[src/hw/rtl/cpmr_pkg.sv]
// Shared types and constants for the CAN parameter mailbox rotator.
// Used by every module under hw/rtl; depends on nothing else.
package cpmr_pkg;

    localparam int unsigned STORE_DEPTH = 13;
    localparam int unsigned WORDS_PER_FRAME = 3;

    localparam logic [28:0] BASE_ID   = 29'h000BB20;
    localparam logic [28:0] CHANGE_ID = 29'h000BB30;
    localparam logic [28:0] CHANGE_ID_LAST = CHANGE_ID + 29'd4;
    localparam logic [7:0]  STATUS_MAGIC = 8'h67;
    localparam logic [7:0]  SET_TAG = 8'h78;
    localparam logic [15:0] DUTY_MAX = 16'd100;
    localparam logic [15:0] OFF_DEFAULT = 16'd1000;
    localparam logic [3:0]  MIN_LENGTH = 4'd7;

    localparam int unsigned BUILD_YEAR  = 2025;
    localparam int unsigned BUILD_MONTH = 2;
    localparam int unsigned BUILD_DAY   = 13;
    localparam logic [7:0] VER_CENTURY = 8'(BUILD_YEAR / 100);
    localparam logic [7:0] VER_YEAR    = 8'(BUILD_YEAR % 100);
    localparam logic [7:0] VER_MONTH   = 8'(BUILD_MONTH);
    localparam logic [7:0] VER_DAY     = 8'(BUILD_DAY);

    localparam logic [63:0] STATUS_PAYLOAD = {STATUS_MAGIC, 56'h0};
    localparam logic [63:0] VERSION_PAYLOAD =
        {24'h0, VER_DAY, VER_MONTH, VER_YEAR, VER_CENTURY, 8'h00};

    // Result kinds.
    localparam logic [1:0] KIND_TX    = 2'd0;
    localparam logic [1:0] KIND_BOOST = 2'd1;
    localparam logic [1:0] KIND_INJ   = 2'd2;

    // Rotation slots.
    localparam logic [2:0] ROT_CFG1    = 3'd0;
    localparam logic [2:0] ROT_CFG2    = 3'd1;
    localparam logic [2:0] ROT_CFG3    = 3'd2;
    localparam logic [2:0] ROT_CFG4    = 3'd3;
    localparam logic [2:0] ROT_VERSION = 3'd4;
    localparam logic [2:0] ROT_STATUS  = 3'd5;

    // Frame numbers that produce a result.
    localparam logic [2:0] FRAME_BOOST = 3'd0;
    localparam logic [2:0] FRAME_INJ   = 3'd2;

    typedef struct packed {
        logic        command;
        logic        rx_extended;
        logic [3:0]  rx_length;
        logic [28:0] rx_id;
        logic [63:0] rx_payload;
    } in_item_t;

    typedef struct packed {
        logic [1:0]  result_kind;
        logic [28:0] tx_id;
        logic [63:0] tx_payload;
        logic [6:0]  boost_duty;
        logic [15:0] inj_on_time;
        logic [15:0] inj_off_time;
        logic        last;
    } result_t;

endpackage

[src/hw/rtl/cpmr_in_stage.sv]
// Input register of the mailbox rotator: holds one accepted item.
// Depends on cpmr_pkg for the item type.
module cpmr_in_stage
    import cpmr_pkg::*;
(
    input  logic     clk,
    input  logic     rst_n,
    input  logic     in_valid,
    output logic     in_ready,
    input  in_item_t in_item,
    output logic     item_valid,
    output in_item_t item,
    input  logic     item_take
);

    logic     valid_reg;
    logic     valid_next;
    in_item_t item_reg;

    // The register frees up in the same cycle that its item moves on.
    assign in_ready   = !valid_reg || item_take;
    assign valid_next = (in_valid && in_ready) ? 1'b1 : (item_take ? 1'b0 : valid_reg);

    always_ff @(posedge clk or negedge rst_n)
    begin
        if (!rst_n)
        begin
            valid_reg <= 1'b0;
        end
        else
        begin
            valid_reg <= valid_next;
        end
    end

    always_ff @(posedge clk)
    begin
        if (in_valid && in_ready)
        begin
            item_reg <= in_item;
        end
    end

    assign item_valid = valid_reg;
    assign item       = item_reg;

endmodule

[src/hw/rtl/cpmr_engine.sv]
// Parameter store, rotation counter and result formation of the mailbox rotator.
// Depends on cpmr_pkg for constants and the item and result types.
module cpmr_engine
    import cpmr_pkg::*;
(
    input  logic       clk,
    input  logic       rst_n,
    input  in_item_t   item,
    input  logic       commit,
    output result_t    res0,
    output result_t    res1,
    output logic [1:0] res_count
);

    logic [15:0] store_reg [STORE_DEPTH];
    logic [2:0]  rot_reg;
    logic [2:0]  rot_next;

    logic        frame_ok;
    logic [2:0]  frame_num;
    logic [28:0] id_offset;
    logic [15:0] word0;
    logic [15:0] word1;
    logic [28:0] cfg_id;
    logic [63:0] cfg_payload;
    result_t     status_res;

    assign id_offset = item.rx_id - CHANGE_ID;
    assign frame_num = id_offset[2:0];
    assign word0     = item.rx_payload[23:8];
    assign word1     = item.rx_payload[39:24];

    assign frame_ok = !item.command && item.rx_extended && (item.rx_length >= MIN_LENGTH)
                      && (item.rx_id >= CHANGE_ID) && (item.rx_id <= CHANGE_ID_LAST)
                      && (item.rx_payload[7:0] == SET_TAG);

    assign rot_next = (rot_reg >= ROT_STATUS) ? ROT_CFG1 : rot_reg + 3'd1;

    always_ff @(posedge clk or negedge rst_n)
    begin
        if (!rst_n)
        begin
            rot_reg <= ROT_CFG1;
        end
        else if (commit && item.command)
        begin
            rot_reg <= rot_next;
        end
    end

    // Each entry takes one fixed word of one fixed frame.
    for (genvar i = 0; i < STORE_DEPTH; i++)
    begin : g_store
        localparam logic [2:0] EntryFrame = 3'(i / WORDS_PER_FRAME);
        localparam int unsigned EntryWord = i % WORDS_PER_FRAME;

        always_ff @(posedge clk or negedge rst_n)
        begin
            if (!rst_n)
            begin
                store_reg[i] <= 16'h0;
            end
            else if (commit && frame_ok && (frame_num == EntryFrame))
            begin
                store_reg[i] <= item.rx_payload[8 + 16 * EntryWord +: 16];
            end
        end
    end

    always_comb
    begin
        case (rot_next)
            ROT_CFG1:
            begin
                cfg_id      = BASE_ID + 29'd1;
                cfg_payload = {store_reg[3], store_reg[2], store_reg[1], store_reg[0]};
            end
            ROT_CFG2:
            begin
                cfg_id      = BASE_ID + 29'd2;
                cfg_payload = {store_reg[7], store_reg[6], store_reg[5], store_reg[4]};
            end
            ROT_CFG3:
            begin
                cfg_id      = BASE_ID + 29'd3;
                cfg_payload = {store_reg[11], store_reg[10], store_reg[9], store_reg[8]};
            end
            ROT_CFG4:
            begin
                cfg_id      = BASE_ID + 29'd4;
                cfg_payload = {48'h0, store_reg[12]};
            end
            ROT_VERSION:
            begin
                cfg_id      = BASE_ID + 29'd5;
                cfg_payload = VERSION_PAYLOAD;
            end
            default:
            begin
                cfg_id      = BASE_ID;
                cfg_payload = STATUS_PAYLOAD;
            end
        endcase
    end

    always_comb
    begin
        status_res            = '0;
        status_res.result_kind = KIND_TX;
        status_res.tx_id      = BASE_ID;
        status_res.tx_payload = STATUS_PAYLOAD;

        res0      = '0;
        res1      = '0;
        res_count = 2'd0;

        if (item.command)
        begin
            res0            = status_res;
            res1            = status_res;
            res1.tx_id      = cfg_id;
            res1.tx_payload = cfg_payload;
            res1.last       = 1'b1;
            res_count       = 2'd2;
        end
        else if (frame_ok && (frame_num == FRAME_BOOST))
        begin
            // The duty comes from the word being stored right now.
            res0.result_kind = KIND_BOOST;
            res0.boost_duty  = (word0 > DUTY_MAX) ? DUTY_MAX[6:0] : word0[6:0];
            res0.last        = 1'b1;
            res_count        = 2'd1;
        end
        else if (frame_ok && (frame_num == FRAME_INJ))
        begin
            // Bypass (entry 7) is the middle word of this very frame.
            res0.result_kind  = KIND_INJ;
            res0.inj_on_time  = store_reg[5];
            res0.inj_off_time = (word1 != 16'h0) ? word1 : OFF_DEFAULT;
            res0.last         = 1'b1;
            res_count         = 2'd1;
        end
    end

endmodule

[src/hw/rtl/cpmr_out_buf.sv]
// Two-entry result buffer of the mailbox rotator, drained in order.
// Depends on cpmr_pkg for the result type.
module cpmr_out_buf
    import cpmr_pkg::*;
(
    input  logic       clk,
    input  logic       rst_n,
    input  logic       item_valid,
    output logic       item_take,
    input  result_t    res0,
    input  result_t    res1,
    input  logic [1:0] res_count,
    output logic       out_valid,
    input  logic       out_ready,
    output result_t    out_res
);

    logic [1:0] count_reg;
    logic [1:0] count_next;
    result_t    slot0_reg;
    result_t    slot1_reg;
    logic       pop;

    assign pop       = (count_reg != 2'd0) && out_ready;
    // A new item may load once the buffer is empty or empties this cycle.
    assign item_take = item_valid
                       && ((count_reg == 2'd0) || ((count_reg == 2'd1) && out_ready));

    always_comb
    begin
        if (item_take)
        begin
            count_next = res_count;
        end
        else if (pop)
        begin
            count_next = count_reg - 2'd1;
        end
        else
        begin
            count_next = count_reg;
        end
    end

    always_ff @(posedge clk or negedge rst_n)
    begin
        if (!rst_n)
        begin
            count_reg <= 2'd0;
        end
        else
        begin
            count_reg <= count_next;
        end
    end

    always_ff @(posedge clk)
    begin
        if (item_take)
        begin
            slot0_reg <= res0;
            slot1_reg <= res1;
        end
        else if (pop)
        begin
            slot0_reg <= slot1_reg;
        end
    end

    assign out_valid = (count_reg != 2'd0);
    assign out_res   = slot0_reg;

endmodule

[src/hw/rtl/can_parameter_mailbox_rotator_core.sv]
// Top level of the CAN parameter mailbox rotator.
// Depends on cpmr_pkg, cpmr_in_stage, cpmr_engine and cpmr_out_buf.
//
//   Channel   Direction  Contents (tdata / tuser / tlast)
//   s_axis    in         received frame fields / command / -
//   m_axis    out        frame, duty and injector fields / result kind / last
//
// An accepted item is held in the input register; in the cycle it leaves, the
// engine stores its words and loads all of its results into the two-entry
// output buffer at once. A transmit tick gives two results and a received
// frame at most one, and the output port drains the buffer at one result per
// cycle while m_axis_tready is high. A new item enters while the last result
// of the previous one is being taken. Stalls on m_axis back up into s_axis
// without loss. Reset clears the parameter store, the rotation count and all
// valid flags.
module can_parameter_mailbox_rotator_core
    import cpmr_pkg::*;
(
    input  logic         clk,
    input  logic         rst_n,
    input  logic         s_axis_tvalid,
    output logic         s_axis_tready,
    // Bits from 0: rx_extended(1), rx_length(4), rx_id(29), rx_payload(64), zeros(6).
    input  logic [103:0] s_axis_tdata,
    // Bits from 0: command(1).
    input  logic         s_axis_tuser,
    output logic         m_axis_tvalid,
    input  logic         m_axis_tready,
    // Bits from 0: tx_id(29), tx_payload(64), boost_duty(7), inj_on_time(16),
    // inj_off_time(16), zeros(4).
    output logic [135:0] m_axis_tdata,
    // Bits from 0: result_kind(2).
    output logic [1:0]   m_axis_tuser,
    output logic         m_axis_tlast
);

    in_item_t   in_item;
    in_item_t   item;
    logic       item_valid;
    logic       item_take;
    result_t    res0;
    result_t    res1;
    logic [1:0] res_count;
    result_t    out_res;

    // Unpack the incoming transfer into the item fields.
    always_comb
    begin
        in_item.command     = s_axis_tuser;
        in_item.rx_extended = s_axis_tdata[0];
        in_item.rx_length   = s_axis_tdata[4:1];
        in_item.rx_id       = s_axis_tdata[33:5];
        in_item.rx_payload  = s_axis_tdata[97:34];
    end

    cpmr_in_stage u_in_stage (
        .clk        (clk),
        .rst_n      (rst_n),
        .in_valid   (s_axis_tvalid),
        .in_ready   (s_axis_tready),
        .in_item    (in_item),
        .item_valid (item_valid),
        .item       (item),
        .item_take  (item_take)
    );

    // The engine commits store and rotation updates only when the item leaves
    // the input register, so every item sees the effect of all earlier ones.
    cpmr_engine u_engine (
        .clk       (clk),
        .rst_n     (rst_n),
        .item      (item),
        .commit    (item_take),
        .res0      (res0),
        .res1      (res1),
        .res_count (res_count)
    );

    cpmr_out_buf u_out_buf (
        .clk        (clk),
        .rst_n      (rst_n),
        .item_valid (item_valid),
        .item_take  (item_take),
        .res0       (res0),
        .res1       (res1),
        .res_count  (res_count),
        .out_valid  (m_axis_tvalid),
        .out_ready  (m_axis_tready),
        .out_res    (out_res)
    );

    // Pack the result into the outgoing transfer.
    assign m_axis_tdata = {4'h0, out_res.inj_off_time, out_res.inj_on_time,
                           out_res.boost_duty, out_res.tx_payload, out_res.tx_id};
    assign m_axis_tuser = out_res.result_kind;
    assign m_axis_tlast = out_res.last;

endmodule
[config.mk]
export PLATFORM = sky130hd
export DESIGN_NAME = can_parameter_mailbox_rotator_core
export DESIGN_NICKNAME = d
export VERILOG_FILES = /design/src/hw/rtl/cpmr_pkg.sv /design/src/hw/rtl/cpmr_in_stage.sv /design/src/hw/rtl/cpmr_engine.sv /design/src/hw/rtl/cpmr_out_buf.sv /design/src/hw/rtl/can_parameter_mailbox_rotator_core.sv
export SDC_FILE = /design/constraint.sdc
export NUM_CORES = 1
export LEC_CHECK = 0
export BUFFER_PORTS_ARGS = -buffer_cell sky130_fd_sc_hd__buf_2
export CORE_MARGIN = 8
export CORE_UTILIZATION = 28
export DETAILED_ROUTE_END_ITERATION = 10
export PLACE_DENSITY = 0.5
export SLEW_MARGIN = 10
export SYNTH_ARGS = -nofsm -noshare
export SYNTH_HDL_FRONTEND = slang
export SYNTH_HIERARCHICAL = 1
export SYNTH_SLANG_ARGS = --single-unit
[constraint.sdc]
create_clock -name clk -period 6.3 [get_ports clk]
set_input_delay 0.63 -clock clk [delete_from_list [all_inputs] [get_ports clk]]
set_output_delay 0.63 -clock clk [all_outputs]
set_load 0.02 [all_outputs]
==> metrics.yaml, run 1 <==
register_area_um2: 16200
largest_register_ffs: 208
seqPwrFrac_pct: 43.1
fmax_mhz: 269.3
route.detailed.drc: 0
ys_warn_count: 6
rsz0062_at_grt: "no"
critPathSlowestCell: "nor4_4"
hold_viol: 0
synthToLayoutAreaGrowth_pct: 15.37
end_kind: "flop"
grt_use_total_pct: 12.79
max_stage_delay_ps: 830
cts_root_buf: "clkbuf_16"
drtPass1Iterations: 8
die_w_um: 313.9
powerDensity_nw_per_um2: 478.7
hold_class: "primary input to async pin"
drt-wirelength-per-cell_um: 21.98
grt_pass1_wl_mm: 94.86
start_kind: "flop"
regToRegSetupSlack_ps: 2590
worst_skew_pair.late_latency_ps: 600
gp_congestion: 0.7478
io_pins: 250
post-route-period-util_pct: 58.93
clkPwrFrac_pct: 28.3
crit_chain: "or4b_2 > or4_4 > or3_1 > nor4_4 > buf_4 > and2_1 > mux2_4"
fin_skew_ps: 23.90
worstSetupPathType: "flop to flop"
tns_ps: 0
relSlewSlack_pct: 27.31
cts_buffers: 68
die_h_um: 313.9
crit_required_ps: 6750
hold_buffers: 0
internal-power_uw: 9108
dr_total_vias: 12820
finalWorstSetupSlack_ps: 2587
port-buffer-count: 231
antenna_found_initial: 3
path_max_fanout: 18
cellLeakagePower_uw: 0.01209
postSynthAreaPerCell_um2: 16.79
grt_max_degree: 111
worstRegToRegCells: 7
synth_cells: 1480
nFillCells: 8689
r2r-start: "u_in_stage/item[1]$_DFFE_PP_"
drt_wl_total_mm: 64.49
slew_viol_final: 0
row_count: 109
detail-route-antenna-nets: 0
clockBufferDepth: 3
htree_levels: 3
grt_pass1_vias: 13850
place_hpwl_mm: 42.75
p_sw_uw: 4615
cts_tree: "done"
place_ws_ps: 2466
multi_input_area_um2: 7378
outcome: "complete, no violations"
arrival_ps: 4170
core_um2: 88100
clkSlewWorstSetupHoldPaths_ps: 50
synth_area_um2: 24850
overflow: 0
combPwrFrac_pct: 28.6
nets: 1826
drive_above_1_share_pct: 41.18
setup_viol: 0
drt-initial-drc-count: 884
drv_cap: 0
swShare_pct: 33.63
start_util_pct: 28.20
vias_per_cell: 4.369
postCtsSetupBuffers: 0
die-area_um2: 98530
ir_worst_vdd_v: 0.0002280
tightest_slew_ps: 1082
clkSinkCount: 575
min_period_ps: 3713
rr_endpoint: "u_out_buf/out_res[22]$_DFFE_PP_"
post_cts_resized: 0
## area by class of cell
cell class              count  area share [%]
well taps                1165           5.085
clock buffers              97           7.005
inverters                  11          0.1615
clock inverters            29          0.7900
flip-flops and latches    575           56.49
multi-input cells         800           25.74
diodes                      1        0.008729
repair buffers            256           4.718
## how the worst max path moves through the flow
stage	startpoint	endpoint	slack [ps]	depth (start not counted)
4_1_cts	u_in_stage/item[1]$_DFFE_PP_	u_out_buf/out_res[26]$_DFFE_PP_	2470	7
3_5_place_dp	u_in_stage/item[1]$_DFFE_PP_	u_out_buf/out_res[24]$_DFFE_PP_	2470	7
6_report	u_in_stage/item[1]$_DFFE_PP_	u_out_buf/out_res[22]$_DFFE_PP_	2590	7
5_1_grt	u_in_stage/item[1]$_DFFE_PP_	u_out_buf/out_res[24]$_DFFE_PP_	2380	7
2_1_floorplan	u_out_buf/count_reg[0]$_DFFE_PN0P_	u_in_stage/item[0]$_DFFE_PP_	680	9
3_3_place_gp	u_in_stage/item[1]$_DFFE_PP_	u_out_buf/out_res[24]$_DFFE_PP_	2530	7
## power by group through the flow
stage,Clock (uW),Combinational [uW],Sequential [uW]
6_report,3880,3920,5920
5_1_grt,4170,4210,6020
4_1_cts,4030,4040,5950
3_5_place_dp,0,4040,6010
3_3_place_gp,0,4010,5990
2_1_floorplan,0,2280,6420
## layout by cell type, fill, tap and decap left out, types with 3 or more instances in the layout
master     instances
a31oi_1           16
nand2b_1           3
o21a_1             8
nor3_1             4
nor4_1             7
and2_1            26
a22oi_1            7
nand2_1           40
dfrtp_1          214
o21ai_0           15
clkbuf_16         74
and3_1             6
a21oi_1           20
or4_4              3
nor4_4             3
mux2_4           208
mux2_1             3
ha_1               5
nor2_1            50
inv_6              3
clkbuf_8           8
nor2b_1            3
nand3_1            4
a222oi_1          50
a211oi_4           4
buf_4             25
conb_1           145
clkbuf_1          16
mux2_2           132
mux2i_1            3
clkinv_2          16
inv_1             10
buf_2            230
edfxtp_1         361
clkinv_1           4
## routing by layer
metal	vias up	track usage [%]	part of all wire [%]
li1	5705	-	-
met5	-	0	0
met2	366	21.90	50
met1	6656	16.28	43
met3	91	2.620	5.1
met4	0	3.653	2.0
## through the flow
stage,area (um^2),hold WS [ps],std cells,util (%),total power [uW]
after global placement,26430,468.7,2807,30.00,9997
after detailed placement,26430,477.5,2807,30.00,10050
after global routing,28670,164.7,2933,32.54,14400
final,28670,165.5,2934,32.54,13720
after floorplan,25380,334.4,1623,-,8708
after CTS,28670,143.0,2933,32.54,14020
## critical path: cells and delay by family (launching register included)
family / cells / cell delay [ps]
mux: 1 / 140
simple gates: 5 / 2690
flops: 1 / 360
buf+inv: 1 / 360
Note: power is estimated with default switching activity, not from simulation.
==> run 2: changes to the inputs <==
==> constraint.sdc (replaced) <==
create_clock -name clk -period 3.5 [get_ports clk]
set_input_delay 0.35 -clock clk [delete_from_list [all_inputs] [get_ports clk]]
set_output_delay 0.35 -clock clk [all_outputs]
set_load 0.02 [all_outputs]
==> metrics.yaml, run 2 (same netlist as run 1, synthesis figures left out) <==
outcome: "complete, no violations"
p_sw_uw: 8316
setup_viol: 0
min_period_ps: 3130
drt-initial-drc-count: 1011
swShare_pct: 33.63
dr_total_vias: 13050
grt_pass1_vias: 13870
worstRegToRegCells: 6
end_kind: "flop"
seqPwrFrac_pct: 43.2
clkSinkCount: 575
nets: 1936
combPwrFrac_pct: 29.6
hold_viol: 0
cts_root_buf: "clkbuf_16"
rsz0062_at_grt: "no"
place_ws_ps: 355.1
crit_chain: "or4_1 > nor4_4 > nand4_2 > a2111oi_4 > buf_4 > mux2_2"
drv_cap: 0
powerDensity_nw_per_um2: 830.1
fmax_mhz: 319.5
clkPwrFrac_pct: 27.2
start_util_pct: 28.20
finalWorstSetupSlack_ps: 370.1
ir_worst_vdd_v: 0.0005056
port-buffer-count: 231
cts_buffers: 66
core_um2: 88100
critPathSlowestCell: "or4_1"
dpl_cell_area_um2: 26740
antenna_found_initial: 0
grt_use_total_pct: 12.74
drt_wl_total_mm: 64.44
worst_skew_pair.late_latency_ps: 610
hold_class: "primary input to async pin"
start_kind: "flop"
power_uw: 24730
clockBufferDepth: 3
post_cts_resized: 0
tightest_slew_ps: 987.7
internal-power_uw: 16420
relSlewSlack_pct: 34.15
drt-wirelength-per-cell_um: 21.21
nFillCells: 8527
crit_required_ps: 3980
path_max_fanout: 16
final_cell_mix: "edfxtp_1, buf_2, dfrtp_1"
vias_per_cell: 4.297
detail-route-antenna-nets: 0
htree_levels: 3
die-area_um2: 98530
post-route-period-util_pct: 89.43
arrival_ps: 3610
diodes: 0
route.detailed.drc: 0
postLayoutCellArea_um2: 29790
grt_pass1_wl_mm: 94.08
mostFrequentLayoutCell: "edfxtp_1"
cellLeakagePower_uw: 0.01254
drive_above_1_share_pct: 39.88
die_h_um: 313.9
die_w_um: 313.9
postCtsSetupBuffers: 0
worstSetupPathType: "flop to flop"
overflow: 0
largest_register_ffs: 208
synthToLayoutAreaGrowth_pct: 19.91
slew_viol_final: 0
row_count: 109
cts_tree: "done"
drtPass1Iterations: 6
max_stage_delay_ps: 590
grt_max_degree: 115
io_pins: 250
hold_buffers: 94
gp_congestion: 0.7693
fin_skew_ps: 20.80
place_hpwl_mm: 42.42
clkSlewWorstSetupHoldPaths_ps: 60
[run 2: changes by cell type in the layout (fill, tap and decap cells not counted), sizes merged]
cell	previous run	this run
dlygate4sd3	0	94
buf	255	273
clkbuf	98	84
clkinvlp	2	5
inv	14	16
bufinv	2	3
clkinv	22	23
diode	1	0
[run 2: worst paths after layout]
check | from | to | slack, ps
min in group clk | s_axis_tdata[23] | u_in_stage/item[82]$_DFFE_PP_ | 450
setup reg to reg | u_in_stage/item[90]$_DFFE_PP_ | u_engine/store_reg[6]$_DFFE_PN0P_ | 370
hold reg to reg | u_engine/store_reg[10]$_DFFE_PN0P_ | u_engine/store_reg[10]$_DFFE_PN0P_ | 510
setup / recovery | u_in_stage/item[90]$_DFFE_PP_ | u_engine/store_reg[6]$_DFFE_PN0P_ | 370
max in group asynchronous | rst_n | u_engine/store_reg[100]$_DFFE_PN0P_ | 2170
hold / removal | rst_n | u_engine/store_reg[91]$_DFFE_PN0P_ | 450
[run 2: power by group through the flow]
stage	registers [uW]	logic (uW)	clock network [uW]
finish	10700	7320	6720
global route	10900	7810	7210
CTS	10800	7510	6950
detailed placement	10900	7400	0
global placement	10900	7340	0
floorplan	11500	4130	0
[run 2: stage by stage]
step	cells	hold slack (ps)	TNS (ps)	util [%]
after floorplan	1623	54.41	-231020	-
after global placement	2825	486.0	0	30.35
after detailed placement	2825	494.9	0	30.35
after CTS	3038	405.7	0	33.82
after global routing	3038	419.2	0	33.82
final	3038	448.6	0	33.82
[run 2: critical path: cells and delay by family, from the launching register on]
kind | cells | cell delay (ps)
flops | 1 | 370
buf+inv | 1 | 360
mux | 1 | 380
simple gates | 3 | 1400
compound gates | 1 | 470
[run 2: routing by layer]
metal / global-route usage [%] / up-vias / part of all wire [%]
met5: 0 / - / 0
li1: - / 5938 / -
met3: 2.738 / 107 / 4.8
met2: 21.82 / 368 / 50
met1: 16.08 / 6641 / 43
met4: 3.820 / 0 / 2.5
[run 2: final cells by class]
| type | count | area, um^2 | share of cell area, % |
|---|---|---|---|
| flip-flops and latches | 575 | 16200 | 54.36 |
| clock buffers | 83 | 1787 | 5.997 |
| well taps | 1165 | 1458 | 4.892 |
| repair buffers | 368 | 2591 | 8.697 |
| multi-input cells | 800 | 7393 | 24.82 |
| clock inverters | 36 | 324.1 | 1.088 |
| inverters | 11 | 45.04 | 0.1512 |
==> run 3: changes to the inputs <==
--- a/config.mk
+++ b/config.mk
@@ -6,10 +6,12 @@
 export NUM_CORES = 1
 export LEC_CHECK = 0
 export BUFFER_PORTS_ARGS = -buffer_cell sky130_fd_sc_hd__buf_2
+export CELL_PAD_IN_SITES_DETAIL_PLACEMENT = 0
+export CELL_PAD_IN_SITES_GLOBAL_PLACEMENT = 2
 export CORE_MARGIN = 8
 export CORE_UTILIZATION = 28
 export DETAILED_ROUTE_END_ITERATION = 10
-export PLACE_DENSITY = 0.5
+export PLACE_DENSITY = 0.61
 export SLEW_MARGIN = 10
 export SYNTH_ARGS = -nofsm -noshare
 export SYNTH_HDL_FRONTEND = slang
==> metrics.yaml, run 3 (same netlist as run 1, synthesis figures left out) <==
outcome: "complete, no violations"
largest_register_ffs: 208
worstSetupPathType: "flop to flop"
clockBufferDepth: 3
critPathSlowestCell: "a222oi_1"
cts_tree: "done"
detail-route-antenna-nets: 0
relSlewSlack_pct: 42.99
worst_skew_pair.late_latency_ps: 610
timing.hold.ws_ps: 437.0
powerDensity_nw_per_um2: 832.4
grt_pass1_vias: 14080
clkSlewWorstSetupHoldPaths_ps: 60
dr_total_vias: 13080
fin_cells: 3046
gp_congestion: 0.7393
clkSinkCount: 575
die_w_um: 313.9
crit_chain: "ha_1 > nor3_1 > a21o_1 > nor2b_4 > buf_12 > a222oi_1 > buf_4 > nor2_1"
nets: 1941
htree_levels: 3
drt-initial-drc-count: 1002
slew_viol_final: 0
die_h_um: 313.9
max_stage_delay_ps: 650
die-area_um2: 98530
crit_required_ps: 3850
drv_cap: 0
tns_ps: 0
place_inst: 2829
core_um2: 88100
min_period_ps: 3187
hold_class: "primary input to async pin"
regToRegSetupSlack_ps: 310
vias_per_cell: 4.293
worstSetupEndpoint: "u_out_buf/slot1_reg[84]$_DFFE_PP_"
ir_worst_vdd_v: 0.0004541
cellLeakagePower_uw: 0.01258
row_count: 109
nFillCells: 8545
startpoint: "u_engine/rot_reg[0]$_DFFE_PN0P_"
drt-wirelength-per-cell_um: 21.45
port-buffer-count: 231
fmax_mhz: 313.8
cts_buffers: 67
wl_met2_mm: 32.48
dr.max_layer_used: "met5"
drt_wl_total_mm: 65.32
overflow: 0
drive_above_1_share_pct: 39.95
io_pins: 250
register_area_um2: 16200
postCtsSetupBuffers: 0
rr_endpoint: "u_out_buf/slot1_reg[84]$_DFFE_PP_"
route.detailed.drc: 0
post-route-period-util_pct: 91.05
tightest_slew_ps: 855.2
antenna_found_initial: 4
fin_skew_ps: 24.57
multi_input_area_um2: 7393
met1_length_mm: 28.00
met3_length_mm: 3.291
path_max_fanout: 32
end_kind: "flop"
drtPass1Iterations: 9
grt_use_total_pct: 13.05
grt_pass1_wl_mm: 96.32
setup_viol: 0
hold_viol: 0
cts_root_buf: "clkbuf_16"
r2r-start: "u_engine/rot_reg[0]$_DFFE_PN0P_"
synthToLayoutAreaGrowth_pct: 20.41
grt_max_degree: 95
start_util_pct: 28.20
place_hpwl_mm: 43.05
mostFrequentLayoutCell: "edfxtp_1"
rsz0062_at_grt: "no"
worstRegToRegCells: 8
final_cell_mix: "edfxtp_1, buf_2, dfrtp_1"
start_kind: "flop"
arrival_ps: 3540
run 3: worst min-delay path by stage:
stage                                          endpoint  slack (ps)  cells past startpoint
finish               u_engine/store_reg[46]$_DFFE_PN0P_         440                      2
CTS                       u_in_stage/item[89]$_DFFE_PP_         400                      2
detailed placement  u_engine/store_reg[155]$_DFFE_PN0P_         490                      1
floorplan               u_engine/rot_reg[0]$_DFFE_PN0P_          50                      0
global route              u_in_stage/item[92]$_DFFE_PP_         420                      2
global placement    u_engine/store_reg[107]$_DFFE_PN0P_         480                      1
run 3: routing by layer:
| metal | GRT usage (%) | vias to the layer above |
|---|---|---|
| met5 | 0 | - |
| li1 | - | 5948 |
| met4 | 3.862 | 4 |
| met3 | 2.758 | 98 |
| met2 | 22.32 | 351 |
| met1 | 16.55 | 6677 |
run 3: what timing repair did:
item | CTS | global route
endpoints found under the setup margin | 0 | 0
hold buffers | 94 | 0
gates resized for setup | 0 | 0
hold endpoints to repair | 179 | 0
run 3: layout make-up:
class                   count  area share (%)
clock inverters            37           1.091
inverters                  11          0.1505
diodes                      1        0.008364
well taps                1165           4.872
clock buffers              85           6.110
repair buffers            372           8.928
flip-flops and latches    575           54.13
multi-input cells         800           24.71
run 3: worst max-delay path: cells and delay by family (launching register included):
family,cells,cell delay (ps)
buffers and inverters,2,450
flip-flops,1,490
AO/OA/AOI/OAI,2,1190
AND/OR/NAND/NOR,3,500
adder cells (fa/ha/maj),1,280
run 3: where the power goes:
group          switching [uW]  internal, uW  total (uW)
logic                    4490          2800        7300
registers                1020          9720       10700
clock network            2850          4030        6870
run 3: per-stage QoR:
| stage | total power [uW] | instance area [um^2] | util [%] | setup WS, ps |
|---|---|---|---|---|
| after floorplan | 15660 | 25450 | - | -855.3 |
| after global placement | 18240 | 26820 | 30.44 | 363.8 |
| after detailed placement | 18340 | 26820 | 30.44 | 338.6 |
| after CTS | 25440 | 29920 | 33.96 | 332.3 |
| after global routing | 26140 | 29920 | 33.96 | 269.0 |
| final | 24900 | 29920 | 33.96 | 313.1 |
